==> src/hw/rtl/bvpo_pkg.sv <==
`timescale 1ns / 1ps
package bvpo_pkg;

   // Geometry and register widths
   localparam int MAX_VERTICES_DEF = 16;
   localparam int COORD_W          = 16;
   localparam int INDEX_W          = 4;
   localparam int CNT_REG_W        = 5;
   localparam int HEIGHT_W         = 15;

   // Configuration port
   localparam int CSR_INDEX_W = 2;
   localparam int CSR_DATA_W  = 16;

   localparam logic [CSR_INDEX_W-1:0] CSR_VERTEX_COUNT = 2'd0;
   localparam logic [CSR_INDEX_W-1:0] CSR_BASE_Z       = 2'd1;
   localparam logic [CSR_INDEX_W-1:0] CSR_PRISM_HEIGHT = 2'd2;

   localparam logic [CNT_REG_W-1:0]      COUNT_RESET  = 5'd4;
   localparam logic signed [COORD_W-1:0] BASE_Z_RESET = 16'sd0;
   localparam logic [HEIGHT_W-1:0]       HEIGHT_RESET = 15'd128;

   // Request function codes
   localparam logic FUNC_WRITE = 1'b0;
   localparam logic FUNC_TEST  = 1'b1;

   // Controller to datapath
   typedef struct packed {
      logic start;    // latch box, clear parity, rewind vertex address
      logic write;    // store one vertex
      logic issue;    // read next vertex
      logic close;    // push the closing edge (last vertex back to first)
      logic deliver;  // load the result register
   } ctrl_cmd_type;

   // Datapath to controller
   typedef struct packed {
      logic zok;      // z spans overlap
      logic empty;    // no edges to walk
      logic last;     // current read address is the last vertex
      logic busy;     // edge pipeline holds work
   } dp_status_type;

endpackage

==> src/hw/rtl/bvpo_if.sv <==
`timescale 1ns / 1ps
interface bvpo_req_if;
   import bvpo_pkg::*;

   logic                      valid;
   logic                      ready;
   logic                      func;
   logic [INDEX_W-1:0]        vertex_index;
   logic signed [COORD_W-1:0] vertex_x;
   logic signed [COORD_W-1:0] vertex_y;
   logic signed [COORD_W-1:0] box_min_x;
   logic signed [COORD_W-1:0] box_min_y;
   logic signed [COORD_W-1:0] box_min_z;
   logic signed [COORD_W-1:0] box_max_x;
   logic signed [COORD_W-1:0] box_max_y;
   logic signed [COORD_W-1:0] box_max_z;

   modport source (
      output valid, func, vertex_index, vertex_x, vertex_y,
             box_min_x, box_min_y, box_min_z, box_max_x, box_max_y, box_max_z,
      input  ready
   );
   modport sink (
      input  valid, func, vertex_index, vertex_x, vertex_y,
             box_min_x, box_min_y, box_min_z, box_max_x, box_max_y, box_max_z,
      output ready
   );
   modport monitor (
      input valid, ready, func, vertex_index, vertex_x, vertex_y,
            box_min_x, box_min_y, box_min_z, box_max_x, box_max_y, box_max_z
   );
endinterface

interface bvpo_rsp_if;
   logic valid;
   logic ready;
   logic hit;

   modport source (output valid, hit, input ready);
   modport sink (input valid, hit, output ready);
   modport monitor (input valid, ready, hit);
endinterface

==> src/hw/rtl/bvpo_ram.sv <==
`timescale 1ns / 1ps
module bvpo_ram #(
   parameter int WIDTH = 32,
   parameter int DEPTH = 16
) (
   input  logic                     clock,
   input  logic                     we,
   input  logic [$clog2(DEPTH)-1:0] waddr,
   input  logic [WIDTH-1:0]         wdata,
   input  logic                     re,
   input  logic [$clog2(DEPTH)-1:0] raddr,
   output logic [WIDTH-1:0]         rdata
);
   logic [WIDTH-1:0] mem_ff [DEPTH];

   always_ff @(posedge clock) begin
      if (we) begin
         mem_ff[waddr] <= wdata;
      end
      if (re) begin
         rdata <= mem_ff[raddr];
      end
   end
endmodule

==> src/hw/rtl/bvpo_ctrl.sv <==
`timescale 1ns / 1ps
module bvpo_ctrl (
   input  logic                    clock,
   input  logic                    reset,
   input  logic                    req_valid,
   input  logic                    req_func,
   output logic                    req_ready,
   output logic                    rsp_valid,
   input  logic                    rsp_ready,
   output bvpo_pkg::ctrl_cmd_type  cmd,
   input  bvpo_pkg::dp_status_type status
);
   import bvpo_pkg::*;

   typedef enum logic [2:0] {
      ST_IDLE,
      ST_CHECK,
      ST_READ,
      ST_CLOSE,
      ST_DRAIN,
      ST_DONE
   } state_type;

   state_type state_ff, state_in;
   logic      rsp_valid_ff, rsp_valid_in;
   logic      accept;

   assign req_ready = (state_ff == ST_IDLE);
   assign accept    = req_valid && req_ready;
   assign rsp_valid = rsp_valid_ff;

   always_comb begin
      state_in    = state_ff;
      cmd         = '0;
      cmd.start   = accept && (req_func == FUNC_TEST);
      cmd.write   = accept && (req_func == FUNC_WRITE);
      case (state_ff)
         ST_IDLE: begin
            if (cmd.start) begin
               state_in = ST_CHECK;
            end
         end
         ST_CHECK: begin
            // skip the edge walk on a z miss or an empty polygon
            if (!status.zok || status.empty) begin
               state_in = ST_DONE;
            end else begin
               state_in = ST_READ;
            end
         end
         ST_READ: begin
            cmd.issue = 1'b1;
            if (status.last) begin
               state_in = ST_CLOSE;
            end
         end
         ST_CLOSE: begin
            cmd.close = 1'b1;
            state_in  = ST_DRAIN;
         end
         ST_DRAIN: begin
            if (!status.busy) begin
               state_in = ST_DONE;
            end
         end
         ST_DONE: begin
            // hold until the result register is free
            if (!rsp_valid_ff || rsp_ready) begin
               cmd.deliver = 1'b1;
               state_in    = ST_IDLE;
            end
         end
         default: begin
            state_in = ST_IDLE;
         end
      endcase
   end

   always_comb begin
      rsp_valid_in = rsp_valid_ff;
      if (cmd.deliver) begin
         rsp_valid_in = 1'b1;
      end else if (rsp_ready) begin
         rsp_valid_in = 1'b0;
      end
   end

   always_ff @(posedge clock) begin
      if (reset) begin
         state_ff     <= ST_IDLE;
         rsp_valid_ff <= 1'b0;
      end else begin
         state_ff     <= state_in;
         rsp_valid_ff <= rsp_valid_in;
      end
   end
endmodule

==> src/hw/rtl/bvpo_dp.sv <==
`timescale 1ns / 1ps
module bvpo_dp #(
   parameter int MAX_VERTICES = bvpo_pkg::MAX_VERTICES_DEF
) (
   input  logic                               clock,
   input  logic                               reset,
   input  bvpo_pkg::ctrl_cmd_type             cmd,
   output bvpo_pkg::dp_status_type            status,
   input  logic [bvpo_pkg::INDEX_W-1:0]       vertex_index,
   input  logic signed [bvpo_pkg::COORD_W-1:0] vertex_x,
   input  logic signed [bvpo_pkg::COORD_W-1:0] vertex_y,
   input  logic signed [bvpo_pkg::COORD_W-1:0] box_min_x,
   input  logic signed [bvpo_pkg::COORD_W-1:0] box_min_y,
   input  logic signed [bvpo_pkg::COORD_W-1:0] box_min_z,
   input  logic signed [bvpo_pkg::COORD_W-1:0] box_max_x,
   input  logic signed [bvpo_pkg::COORD_W-1:0] box_max_y,
   input  logic signed [bvpo_pkg::COORD_W-1:0] box_max_z,
   input  logic                               csr_we,
   input  logic [bvpo_pkg::CSR_INDEX_W-1:0]   csr_index,
   input  logic [bvpo_pkg::CSR_DATA_W-1:0]    csr_wdata,
   output logic                               rsp_hit
);
   import bvpo_pkg::*;

   localparam int ADDR_W = $clog2(MAX_VERTICES);
   localparam int CNT_W  = $clog2(MAX_VERTICES + 1);
   localparam int RAM_W  = 2 * COORD_W;
   localparam int DIFF_W = COORD_W + 1;
   localparam int PROD_W = 2 * DIFF_W;
   localparam int Z_W    = COORD_W + 2;

   function automatic logic signed [DIFF_W-1:0] sx_diff(input logic signed [COORD_W-1:0] v);
      return $signed({v[COORD_W-1], v});
   endfunction

   function automatic logic signed [Z_W-1:0] sx_z(input logic signed [COORD_W-1:0] v);
      return $signed({{2{v[COORD_W-1]}}, v});
   endfunction

   // ---------------- configuration registers ----------------
   logic [CNT_REG_W-1:0]      count_ff;
   logic signed [COORD_W-1:0] base_z_ff;
   logic [HEIGHT_W-1:0]       height_ff;

   always_ff @(posedge clock) begin
      if (reset) begin
         count_ff  <= COUNT_RESET;
         base_z_ff <= BASE_Z_RESET;
         height_ff <= HEIGHT_RESET;
      end else if (csr_we) begin
         case (csr_index)
            CSR_VERTEX_COUNT: count_ff  <= csr_wdata[CNT_REG_W-1:0];
            CSR_BASE_Z:       base_z_ff <= $signed(csr_wdata);
            CSR_PRISM_HEIGHT: height_ff <= csr_wdata[HEIGHT_W-1:0];
            default: ;
         endcase
      end
   end

   // saturate the vertex count to the table depth
   logic [CNT_W-1:0] count_sat;
   assign count_sat = (32'(count_ff) > 32'(MAX_VERTICES)) ? CNT_W'(MAX_VERTICES)
                                                          : CNT_W'(count_ff);

   // ---------------- z overlap and box capture ----------------
   logic signed [Z_W-1:0]     roof, z_hi;
   logic signed [COORD_W-1:0] z_lo;
   logic                      zok_in;

   assign roof   = $signed(18'(sx_z(base_z_ff)) + {3'b000, height_ff});
   assign z_lo   = (box_min_z > base_z_ff) ? box_min_z : base_z_ff;
   assign z_hi   = (sx_z(box_max_z) < roof) ? sx_z(box_max_z) : roof;
   assign zok_in = (sx_z(z_lo) <= z_hi);

   logic signed [COORD_W-1:0] mnx_ff, mny_ff, mxx_ff, mxy_ff;
   logic                      zok_ff;
   logic [ADDR_W-1:0]         addr_ff;

   always_ff @(posedge clock) begin
      if (cmd.start) begin
         mnx_ff <= box_min_x;
         mny_ff <= box_min_y;
         mxx_ff <= box_max_x;
         mxy_ff <= box_max_y;
         zok_ff <= zok_in;
      end
   end

   always_ff @(posedge clock) begin
      if (reset) begin
         addr_ff <= '0;
      end else if (cmd.start) begin
         addr_ff <= '0;
      end else if (cmd.issue) begin
         addr_ff <= addr_ff + 1'b1;
      end
   end

   // ---------------- vertex memory ----------------
   logic             ram_we;
   logic [RAM_W-1:0] ram_rdata;

   assign ram_we = cmd.write && (32'(vertex_index) < 32'(MAX_VERTICES));

   bvpo_ram #(
      .WIDTH (RAM_W),
      .DEPTH (MAX_VERTICES)
   ) u_vertex_ram (
      .clock (clock),
      .we    (ram_we),
      .waddr (ADDR_W'(vertex_index)),
      .wdata ({vertex_x, vertex_y}),
      .re    (cmd.issue),
      .raddr (addr_ff),
      .rdata (ram_rdata)
   );

   // ---------------- edge pipeline ----------------
   logic rd_v_ff, rd_first_ff, close_ff, e_v_ff, d_v_ff, m_v_ff;

   logic signed [COORD_W-1:0] rx, ry;
   logic signed [COORD_W-1:0] first_x_ff, first_y_ff, prev_x_ff, prev_y_ff;
   logic signed [COORD_W-1:0] x1_ff, y1_ff, x2_ff, y2_ff;

   assign rx = $signed(ram_rdata[RAM_W-1:COORD_W]);
   assign ry = $signed(ram_rdata[COORD_W-1:0]);

   always_ff @(posedge clock) begin
      if (reset) begin
         rd_v_ff     <= 1'b0;
         rd_first_ff <= 1'b0;
         close_ff    <= 1'b0;
         e_v_ff      <= 1'b0;
         d_v_ff      <= 1'b0;
         m_v_ff      <= 1'b0;
      end else begin
         rd_v_ff     <= cmd.issue;
         rd_first_ff <= cmd.issue && (addr_ff == '0);
         close_ff    <= cmd.close;
         e_v_ff      <= (rd_v_ff && !rd_first_ff) || close_ff;
         d_v_ff      <= e_v_ff;
         m_v_ff      <= d_v_ff;
      end
   end

   // form edges from consecutive vertices; the closing edge wraps to the first
   always_ff @(posedge clock) begin
      if (rd_v_ff) begin
         prev_x_ff <= rx;
         prev_y_ff <= ry;
         if (rd_first_ff) begin
            first_x_ff <= rx;
            first_y_ff <= ry;
         end else begin
            x1_ff <= prev_x_ff;
            y1_ff <= prev_y_ff;
            x2_ff <= rx;
            y2_ff <= ry;
         end
      end else if (close_ff) begin
         x1_ff <= prev_x_ff;
         y1_ff <= prev_y_ff;
         x2_ff <= first_x_ff;
         y2_ff <= first_y_ff;
      end
   end

   // corners: 0 (min x, min y), 1 (max x, max y), 2 (min x, max y), 3 (max x, min y)
   logic signed [COORD_W-1:0] px [4];
   logic signed [COORD_W-1:0] py [4];

   assign px[0] = mnx_ff;
   assign px[1] = mxx_ff;
   assign px[2] = mnx_ff;
   assign px[3] = mxx_ff;
   assign py[0] = mny_ff;
   assign py[1] = mxy_ff;
   assign py[2] = mxy_ff;
   assign py[3] = mny_ff;

   // difference stage
   logic signed [COORD_W-1:0] ylo, yhi, xhi;
   logic [3:0]                cond_in;
   logic signed [DIFF_W-1:0]  d_ff, ex_ff, dxa_ff, dxb_ff, dya_ff, dyb_ff;
   logic [3:0]                cond_d_ff;
   logic                      vert_d_ff, dpos_d_ff;

   assign ylo = (y1_ff < y2_ff) ? y1_ff : y2_ff;
   assign yhi = (y1_ff < y2_ff) ? y2_ff : y1_ff;
   assign xhi = (x1_ff < x2_ff) ? x2_ff : x1_ff;

   always_comb begin
      for (int k = 0; k < 4; k++) begin
         cond_in[k] = (y1_ff != y2_ff) && (py[k] > ylo) && (py[k] <= yhi) && (px[k] <= xhi);
      end
   end

   always_ff @(posedge clock) begin
      d_ff      <= sx_diff(y2_ff) - sx_diff(y1_ff);
      ex_ff     <= sx_diff(x2_ff) - sx_diff(x1_ff);
      dxa_ff    <= sx_diff(mnx_ff) - sx_diff(x1_ff);
      dxb_ff    <= sx_diff(mxx_ff) - sx_diff(x1_ff);
      dya_ff    <= sx_diff(mny_ff) - sx_diff(y1_ff);
      dyb_ff    <= sx_diff(mxy_ff) - sx_diff(y1_ff);
      cond_d_ff <= cond_in;
      vert_d_ff <= (x1_ff == x2_ff);
      dpos_d_ff <= (y2_ff > y1_ff);
   end

   // product stage
   logic signed [PROD_W-1:0] lhs_a_ff, lhs_b_ff, rhs_a_ff, rhs_b_ff;
   logic [3:0]               cond_m_ff;
   logic                     vert_m_ff, dpos_m_ff;

   always_ff @(posedge clock) begin
      lhs_a_ff  <= dxa_ff * d_ff;
      lhs_b_ff  <= dxb_ff * d_ff;
      rhs_a_ff  <= dya_ff * ex_ff;
      rhs_b_ff  <= dyb_ff * ex_ff;
      cond_m_ff <= cond_d_ff;
      vert_m_ff <= vert_d_ff;
      dpos_m_ff <= dpos_d_ff;
   end

   // compare and toggle parity per corner
   logic signed [PROD_W-1:0] lhs [4];
   logic signed [PROD_W-1:0] rhs [4];
   logic [3:0]               toggle;
   logic [3:0]               odd_ff;

   assign lhs[0] = lhs_a_ff;
   assign lhs[1] = lhs_b_ff;
   assign lhs[2] = lhs_a_ff;
   assign lhs[3] = lhs_b_ff;
   assign rhs[0] = rhs_a_ff;
   assign rhs[1] = rhs_b_ff;
   assign rhs[2] = rhs_b_ff;
   assign rhs[3] = rhs_a_ff;

   always_comb begin
      for (int k = 0; k < 4; k++) begin
         toggle[k] = cond_m_ff[k] &&
                     (vert_m_ff || (dpos_m_ff ? (lhs[k] <= rhs[k]) : (lhs[k] >= rhs[k])));
      end
   end

   always_ff @(posedge clock) begin
      if (cmd.start) begin
         odd_ff <= '0;
      end else if (m_v_ff) begin
         odd_ff <= odd_ff ^ toggle;
      end
   end

   always_ff @(posedge clock) begin
      if (cmd.deliver) begin
         rsp_hit <= zok_ff && (|odd_ff);
      end
   end

   assign status.zok   = zok_ff;
   assign status.empty = (count_sat == '0);
   assign status.last  = (CNT_W'(addr_ff) == (count_sat - CNT_W'(1)));
   assign status.busy  = rd_v_ff || close_ff || e_v_ff || d_v_ff || m_v_ff;
endmodule

==> src/hw/rtl/box_vs_prism_overlap_top.sv <==
`timescale 1ns / 1ps
// Box versus vertical prism overlap. A request beat with func = write stores one polygon
// vertex and keeps the block ready; a beat with func = test checks a box and returns one
// hit beat. A test walks the polygon one edge per cycle, all four box corners in
// parallel, through a four-stage edge pipeline fed by the single read port of the vertex
// memory; no request is taken until its result is loaded, and the walk is skipped when
// the z spans miss or vertex_count, capped at MAX_VERTICES, is zero. Vertices must
// be written before a test reads them. Registers: 0 vertex_count, 1 base_z,
// 2 prism_height; write them only while no test is in flight.
module box_vs_prism_overlap_top #(
   parameter int MAX_VERTICES = bvpo_pkg::MAX_VERTICES_DEF
) (
   input  logic                             clock,
   input  logic                             reset,
   bvpo_req_if.sink                         req_chan,
   bvpo_rsp_if.source                       rsp_chan,
   input  logic                             csr_we,
   input  logic [bvpo_pkg::CSR_INDEX_W-1:0] csr_index,
   input  logic [bvpo_pkg::CSR_DATA_W-1:0]  csr_wdata
);
   import bvpo_pkg::*;

   ctrl_cmd_type  cmd;
   dp_status_type status;

   bvpo_ctrl u_ctrl (
      .clock     (clock),
      .reset     (reset),
      .req_valid (req_chan.valid),
      .req_func  (req_chan.func),
      .req_ready (req_chan.ready),
      .rsp_valid (rsp_chan.valid),
      .rsp_ready (rsp_chan.ready),
      .cmd       (cmd),
      .status    (status)
   );

   bvpo_dp #(
      .MAX_VERTICES (MAX_VERTICES)
   ) u_dp (
      .clock        (clock),
      .reset        (reset),
      .cmd          (cmd),
      .status       (status),
      .vertex_index (req_chan.vertex_index),
      .vertex_x     (req_chan.vertex_x),
      .vertex_y     (req_chan.vertex_y),
      .box_min_x    (req_chan.box_min_x),
      .box_min_y    (req_chan.box_min_y),
      .box_min_z    (req_chan.box_min_z),
      .box_max_x    (req_chan.box_max_x),
      .box_max_y    (req_chan.box_max_y),
      .box_max_z    (req_chan.box_max_z),
      .csr_we       (csr_we),
      .csr_index    (csr_index),
      .csr_wdata    (csr_wdata),
      .rsp_hit      (rsp_chan.hit)
   );
endmodule

==> src/flat_wrapper.sv <==
// flat-port wrapper written by rule: the top's interface ports become plain ports
module box_vs_prism_overlap_top_flat import bvpo_pkg::*;
#(
   parameter int MAX_VERTICES = bvpo_pkg::MAX_VERTICES_DEF
)
  (clock, reset, csr_we, csr_index, csr_wdata, req_chan_valid, req_chan_func, req_chan_vertex_index, req_chan_vertex_x, req_chan_vertex_y, req_chan_box_min_x, req_chan_box_min_y, req_chan_box_min_z, req_chan_box_max_x, req_chan_box_max_y, req_chan_box_max_z, req_chan_ready, rsp_chan_valid, rsp_chan_hit, rsp_chan_ready);
  bvpo_req_if req_chan_i ();
  bvpo_rsp_if rsp_chan_i ();
  input  logic clock;
  input  logic reset;
  input  logic csr_we;
  input  logic [bvpo_pkg::CSR_INDEX_W-1:0] csr_index;
  input  logic [bvpo_pkg::CSR_DATA_W-1:0] csr_wdata;
  input wire logic [$bits(req_chan_i.valid)-1:0] req_chan_valid;
  input wire logic [$bits(req_chan_i.func)-1:0] req_chan_func;
  input wire logic [$bits(req_chan_i.vertex_index)-1:0] req_chan_vertex_index;
  input wire logic [$bits(req_chan_i.vertex_x)-1:0] req_chan_vertex_x;
  input wire logic [$bits(req_chan_i.vertex_y)-1:0] req_chan_vertex_y;
  input wire logic [$bits(req_chan_i.box_min_x)-1:0] req_chan_box_min_x;
  input wire logic [$bits(req_chan_i.box_min_y)-1:0] req_chan_box_min_y;
  input wire logic [$bits(req_chan_i.box_min_z)-1:0] req_chan_box_min_z;
  input wire logic [$bits(req_chan_i.box_max_x)-1:0] req_chan_box_max_x;
  input wire logic [$bits(req_chan_i.box_max_y)-1:0] req_chan_box_max_y;
  input wire logic [$bits(req_chan_i.box_max_z)-1:0] req_chan_box_max_z;
  output wire logic [$bits(req_chan_i.ready)-1:0] req_chan_ready;
  output wire logic [$bits(rsp_chan_i.valid)-1:0] rsp_chan_valid;
  output wire logic [$bits(rsp_chan_i.hit)-1:0] rsp_chan_hit;
  input wire logic [$bits(rsp_chan_i.ready)-1:0] rsp_chan_ready;
  assign req_chan_i.valid = req_chan_valid;
  assign req_chan_i.func = req_chan_func;
  assign req_chan_i.vertex_index = req_chan_vertex_index;
  assign req_chan_i.vertex_x = req_chan_vertex_x;
  assign req_chan_i.vertex_y = req_chan_vertex_y;
  assign req_chan_i.box_min_x = req_chan_box_min_x;
  assign req_chan_i.box_min_y = req_chan_box_min_y;
  assign req_chan_i.box_min_z = req_chan_box_min_z;
  assign req_chan_i.box_max_x = req_chan_box_max_x;
  assign req_chan_i.box_max_y = req_chan_box_max_y;
  assign req_chan_i.box_max_z = req_chan_box_max_z;
  assign req_chan_ready = req_chan_i.ready;
  assign rsp_chan_valid = rsp_chan_i.valid;
  assign rsp_chan_hit = rsp_chan_i.hit;
  assign rsp_chan_i.ready = rsp_chan_ready;
  box_vs_prism_overlap_top #(.MAX_VERTICES(MAX_VERTICES)) u_core (.clock(clock), .reset(reset), .req_chan(req_chan_i), .rsp_chan(rsp_chan_i), .csr_we(csr_we), .csr_index(csr_index), .csr_wdata(csr_wdata));
endmodule
==> config.mk <==
export PLATFORM = sky130hd
export DESIGN_NAME = box_vs_prism_overlap_top_flat
export DESIGN_NICKNAME = d
export VERILOG_FILES = /design/src/hw/rtl/bvpo_pkg.sv /design/src/hw/rtl/bvpo_if.sv /design/src/hw/rtl/bvpo_ram.sv /design/src/hw/rtl/bvpo_ctrl.sv /design/src/hw/rtl/bvpo_dp.sv /design/src/hw/rtl/box_vs_prism_overlap_top.sv /design/src/flat_wrapper.sv
export SDC_FILE = /design/constraint.sdc
export NUM_CORES = 2
export LEC_CHECK = 0
export ABC_AREA = 1
export BUFFER_PORTS_ARGS = -buffer_cell sky130_fd_sc_hd__clkbuf_2
export CORE_UTILIZATION = 55
export DETAILED_ROUTE_END_ITERATION = 12
export HOLD_SLACK_MARGIN = 0.03
export PLACE_DENSITY_LB_ADDON = 0.05
export RECOVER_POWER = 25
export SYNTH_ARGS = -nofsm -noshare
export SYNTH_HDL_FRONTEND = slang
export SYNTH_SLANG_ARGS = --single-unit
==> constraint.sdc <==
create_clock -name clock -period 6.3 [get_ports clock]
set_clock_uncertainty 0.1 [all_clocks]
set_input_delay 1.26 -clock clock [delete_from_list [all_inputs] [get_ports clock]]
set_output_delay 1.26 -clock clock [all_outputs]
set_load 0.005 [all_outputs]
Word level (Yosys, flattened, before mapping)
Memory sizes are Yosys's and may differ from the RTL's. A register that Yosys moved wholly into a read port is not among the register bits. Index checks and enable logic that the tools add are counted. Widths: inputs -> output; s select.

Word-level logic and storage cells: 177. Bits in writable memories: 512. Input bits: 156. Memories: 1. Output and inout bits: 3. Register bits: 498.

Add/subtract/negate cells: 9. Multiply operators: 4. Order comparisons: 21. Equality and inequality tests: 15. Reductions and logical operators: 46. Muxes and demuxes: 36. Bitwise gates (word level): 2.

Memories: u_core.u_dp.u_vertex_ram.mem_ff (depth 16, bits a word 32, read ports 1, clocked after Yosys merged registers in 1, write ports 1, line bvpo_ram.sv:14) `logic [WIDTH-1:0] mem_ff [DEPTH];`.

Operators by type and width (number): $mux 16 (16); $ge 34x34->1 (4); $le 34x34->1 (4); $mul 17x17->34 (4); $sub 16x16->17 (6); $gt 16x16->1 (4); $le 16x16->1 (4); $lt 16x16->1 (2); $le 16x18->1 (1); $logic_and 1x1->1 (18); $mux 18 (1); $pmux 3 s6 (1); $add 16x16->17 (1); $lt 16x17->1 (1); $eq 16x16->1 (1); $ne 16x16->1 (1); $mux 3 (5); $mux 1 (12); $logic_or 1x1->1 (11); $reduce_and 2->1 (5); $eq 3x2->1 const B (2); $eq 3x3->1 const B (2); $ne 2x2->1 const B (3); $eq 4x5->1 (1); 19 further kinds (23).

Logic depth before layout (Yosys ltp)
Depth in word-level cells: 6. Gate-level depth with buffers: 34. Gate-level depth less buffers: 33.

Modules after synthesis
A second synthesis with hierarchy kept.

Cell total of the unflattened synthesis: 10700. Area total of the unflattened synthesis: 94918.5 µm².

Modules (own cells, without submodules): bvpo_dp (sequential area each 11831.3 µm², area each 71572.4 µm², instances 1, cells each 8533); bvpo_ram (sequential area each 16335.7 µm², area each 23050.9 µm², instances 1, cells each 2120); bvpo_ctrl (sequential area each 80.1 µm², area each 295.3 µm², instances 1, cells each 47).

Worst setup path after synthesis
OpenSTA, ideal clock, no wires.

Path type: register -> register. Start point: register u_core.u_dp.dxb_ff[16]. End point: register u_core.u_dp.lhs_b_ff[33]. Stages on the path, launching flop included: 27. Library setup time: 0.117 ns. Required time: 6.083 ns. Slack: 0.448 ns. Path buffers: 2. Arrival time: 5.635 ns. Clock period less this slack: 5.852 ns. Cells stage by stage: dfxtp_1 clkbuf_1 clkbuf_1 nand2_1 inv_1 fa_1 fa_1 inv_1 fa_1 inv_1 fa_1 inv_1 fa_1 inv_1 fa_1 ha_1 nand2_1 inv_1 nand2_1 nor2_1 nand3_1 nand3_1 nand2_1 a21boi_1 nor2_1 nand2_1 nand2_1.

Word-level cells in the longest chain between the ends: 1.

RTL lines: start, declared (line bvpo_dp.sv:184) `logic signed [DIFF_W-1:0] d_ff, ex_ff, dxa_ff, dxb_ff, dya_ff, dyb_ff;`; start signal, assigned (line bvpo_dp.sv:202) `dxb_ff <= sx_diff(mxx_ff) - sx_diff(x1_ff);`; $mul 17x17->34 (line bvpo_dp.sv:217) `lhs_b_ff <= dxb_ff * d_ff;`; end signal, assigned (line bvpo_dp.sv:217); end, declared (line bvpo_dp.sv:211) `logic signed [PROD_W-1:0] lhs_a_ff, lhs_b_ff, rhs_a_ff, rhs_b_ff;`.

No other way between the ends. A chain may end at the register's enable or synchronous reset.

Worst setup path after layout
Start point: register u_core.u_dp.d_ff[16]. End point: register u_core.u_dp.lhs_a_ff[28].

Word-level cells in the longest chain between the ends: 1.

RTL lines: start, declared (line bvpo_dp.sv:184); start signal, assigned (line bvpo_dp.sv:199) `d_ff <= sx_diff(y2_ff) - sx_diff(y1_ff);`; $mul 17x17->34 (line bvpo_dp.sv:216) `lhs_a_ff <= dxa_ff * d_ff;`; end signal, assigned (line bvpo_dp.sv:216); end, declared (line bvpo_dp.sv:211).

No other way between the ends.

==> results.yml <==
sta:
  drv_slew: 0
  min_period_over_period_pct: 97.2
  fin_crit_ps: 6120
  finalSetupViolCount: 0
  final_hold_viol_count: 0
  worst_pin_slew_ps: 1230
  rsz0062_at_grt: "false"
  setup_tns_ps: 0
  max_freq_mhz: 163
  slew_headroom_pct: 17.8
logic_synthesis:
  synth_edf_count: 738
  syn-num-nets: 12100
  synth_mux_area_share_pct: 0
  synth-simple-area-share_pct: 13.2
  netlist_instances: 10000
  seq_area_frac_synth_pct: 30.6
  synthAdderAreaFrac_pct: 35.8
  synthArstFlopShare_pct: 0
  synth_flop_cell: "edfxtp_1"
  ys_ff_latch: 1042
  synth_area_per_cell_um2: 9.21
  synth_compound_area_share_pct: 7.26
  ys_types: 64
  yosysWarnings: 0
  synth_top_family_by_area: "adder cells"
  synth_xor_area_share_pct: 2.41
  synth.cell_area_mm2: 0.0924
worst_setup_path:
  rr_worst_depth: 20
  critPathKind: "reg2reg"
  worstSetupStartpointType: "flop"
  cp.arrival_ps: 6670
  worst-r2r-setup-slack_ps: 180
  reg2reg_to: "u_core.u_dp.lhs_a_ff[28]"
  critPathMaxFanout: 14
  cp.required_ps: 6840
  r2r_start: "u_core.u_dp.d_ff[16]"
  crit_path_end_kind: "flop"
job:
  drv_cap: 0
die:
  fp.dieH_um: 412
  start_util_pct: 55.3
  die_area_mm2: 0.170
  core_mm2: 0.167
  die_w_um: 412
  io_pins: 159
  num_rows: 150
placement:
  hpwl_mm: 196
  port_buffers: 158
  gp_congestion: 0.942
layout:
  final_layout_size_suffix_gt1_share_pct: 6.29
  nets: 12200
  fillCellCount: 14600
  multi_input_area_mm2: 0.0543
  syn_to_final_growth_pct: 8.29
  regArea_mm2: 0.0283
drt:
  dr.pass1.iters: 6
  ant_nets: 0
  via_per_inst: 5.36
  drc: 0
  drt-total-wl_mm: 252
  wl_per_cell_um: 20.4
  vias: 66400
  first_iter_violations: 5060
worst_hold_path:
  hold_start: "u_core.u_dp.cond_d_ff[2]"
  min_path_type: "reg2reg"
  worstHoldPathCells: 0
  holdPathEnd: "u_core.u_dp.cond_m_ff[2]"
global_routing:
  grt_pass1_wl_mm: 392
  grt_pass1_vias: 67500
  antenna_found_initial: 11
  grt.total_usage_pct: 30.3
  grt-ovfl-total: 0
  grt_start_max_net_pins: 118
clock_tree:
  cts_hold_buf: 0
  insertion_delay_ps: 780
  cts_inserted_buffers: 113
  clockRootBuffer: "clkbuf_16"
  cts_tree: "done"
  cts_num_sinks: 1042
  cts-htree-levels: 3
  clockBufferDepth: 3
  clk_pin_slew_ps: 70
run_status:
  status: "finished clean"
==> cell families (layout without fill, tap and decap cells) <==
group / count (synthesis) / in the layout
DFF: 1042 / 1042
other: 0 / 4
adders and majority gates: 1929 / 1929
buffers and inverters: 2633 / 2772
AOI/OAI and AO/OA: 1168 / 1168
and+or+nand+nor: 3005 / 3005
xor gates and xnor gates: 254 / 254
==> layout make-up <==
cell class                      instances  share of cell area [%]
Clock buffer                          136                    3.06
Timing Repair inverter                  1                 0.00750
Multi-Input combinational cell       6356                    54.3
Timing Repair Buffer                  328                    2.37
Tap cell                             2204                    2.76
Antenna cell                            4                  0.0100
Clock inverter                         76                   0.825
Inverter                             2231                    8.39
Sequential cell                      1042                    28.3
==> layout by cell type, fill, tap and decap left out, types with 49 or more instances in the layout <==
cell type / Yosys / routed
inv_1: 2226 / 2222
nand2_1: 2061 / 2061
fa_1: 1191 / 1191
ha_1: 738 / 738
edfxtp_1: 738 / 738
nor2_1: 541 / 522
o21ai_0: 420 / 420
a21oi_1: 361 / 359
dfxtp_1: 304 / 285
nand3_1: 195 / 195
xor2_1: 155 / 155
buf_4: 0 / 141
clkbuf_2: 2 / 122
clkbuf_16: 0 / 116
xnor2_1: 99 / 99
o22ai_1: 74 / 74
o21ai_1: 65 / 65
o221ai_1: 60 / 60
nand4_1: 49 / 49
==> metrics by stage <==
stage	area (um^2)	setup slack [ps]	std cells	hold slack, ps	utilization (%)
2_1_floorplan	92400	448	10000	210	-
3_3_place_gp	96100	112	12200	211	57.5
3_5_place_dp	96100	118	12200	212	57.5
4_1_cts	100000	100	12400	228	59.8
5_1_grt	100000	0.103	12400	231	59.9
6_report	100000	176	12400	229	59.9
==> sequential cells by signal (all words and copies together), names as in the netlist, 17 cells and up <==
signal                           cells
u_core.u_dp.u_vertex_ram.mem_ff    512
u_core.u_dp.dxa_ff                  17
u_core.u_dp.ex_ff                   17
u_core.u_dp.lhs_b_ff                34
u_core.u_dp.lhs_a_ff                34
u_core.u_dp.dyb_ff                  17
u_core.u_dp.d_ff                    17
u_core.u_dp.u_vertex_ram.rdata      32
u_core.u_dp.dya_ff                  17
u_core.u_dp.rhs_b_ff                34
u_core.u_dp.dxb_ff                  17
u_core.u_dp.rhs_a_ff                34
==> synthesized netlist by cell type (49+ instances only) <==
library cell  count  area (um^2)
a21oi_1         361         1810
clkbuf_1        354         1330
dfxtp_1         304         6090
edfxtp_1        738        22200
fa_1           1191        23800
ha_1            738         9230
inv_1          2226         8360
nand2_1        2061         7740
nand3_1         195          976
nand4_1          49          307
nor2_1          541         2030
o21ai_0         420         2100
o21ai_1          65          325
o221ai_1         60          526
o22ai_1          74          463
xnor2_1          99          867
xor2_1          155         1360
==> metal layers <==
layer | vias to the layer above | GRT usage, % | routed length [um]
li1 | 31200 | - | -
met1 | 32700 | 41.6 | 109000
met2 | 2078 | 49.8 | 119000
met3 | 388 | 4.29 | 15800
met4 | 14 | 9.52 | 8600
met5 | - | 0 | 85
==> repair_timing <==
item                                   in CTS  in global routing
setup endpoints to repair                   0                 29
resized for setup                           0                 23
setup buffers                               0                  5
endpoints found under the hold margin       0                  0
==> worst max-delay path by stage <==
stage / from / endpoint / cells past startpoint
final: u_core.u_dp.d_ff[16] / u_core.u_dp.lhs_a_ff[28] / 20
after global routing: u_core.u_dp.dya_ff[16] / u_core.u_dp.rhs_a_ff[33] / 20
after CTS: u_core.u_dp.d_ff[2] / u_core.u_dp.lhs_a_ff[26] / 18
after detailed placement: u_core.u_dp.dxb_ff[8] / u_core.u_dp.lhs_b_ff[19] / 20
after global placement: u_core.u_dp.d_ff[2] / u_core.u_dp.lhs_a_ff[26] / 18
after floorplan: u_core.u_dp.dxb_ff[16] / u_core.u_dp.lhs_b_ff[33] / 26
==> critical path, cell delays in order, from the launching register on <==
cell	delay, ps
dfxtp_1	360
clkinvlp_4	150
buf_12	170
or2_2	280
fa_1	560
fa_1	530
inv_1	50
fa_1	480
inv_1	50
fa_1	450
fa_1	490
inv_1	50
fa_1	430
ha_1	380
nand2_1	210
nor4_2	620
nand4_1	170
nand3_1	210
nand2_1	70
nand2_1	70
xor2_1	130
Power is not shown: default switching activity piles up to over one toggle a cycle in this logic, so the estimate is an artifact.
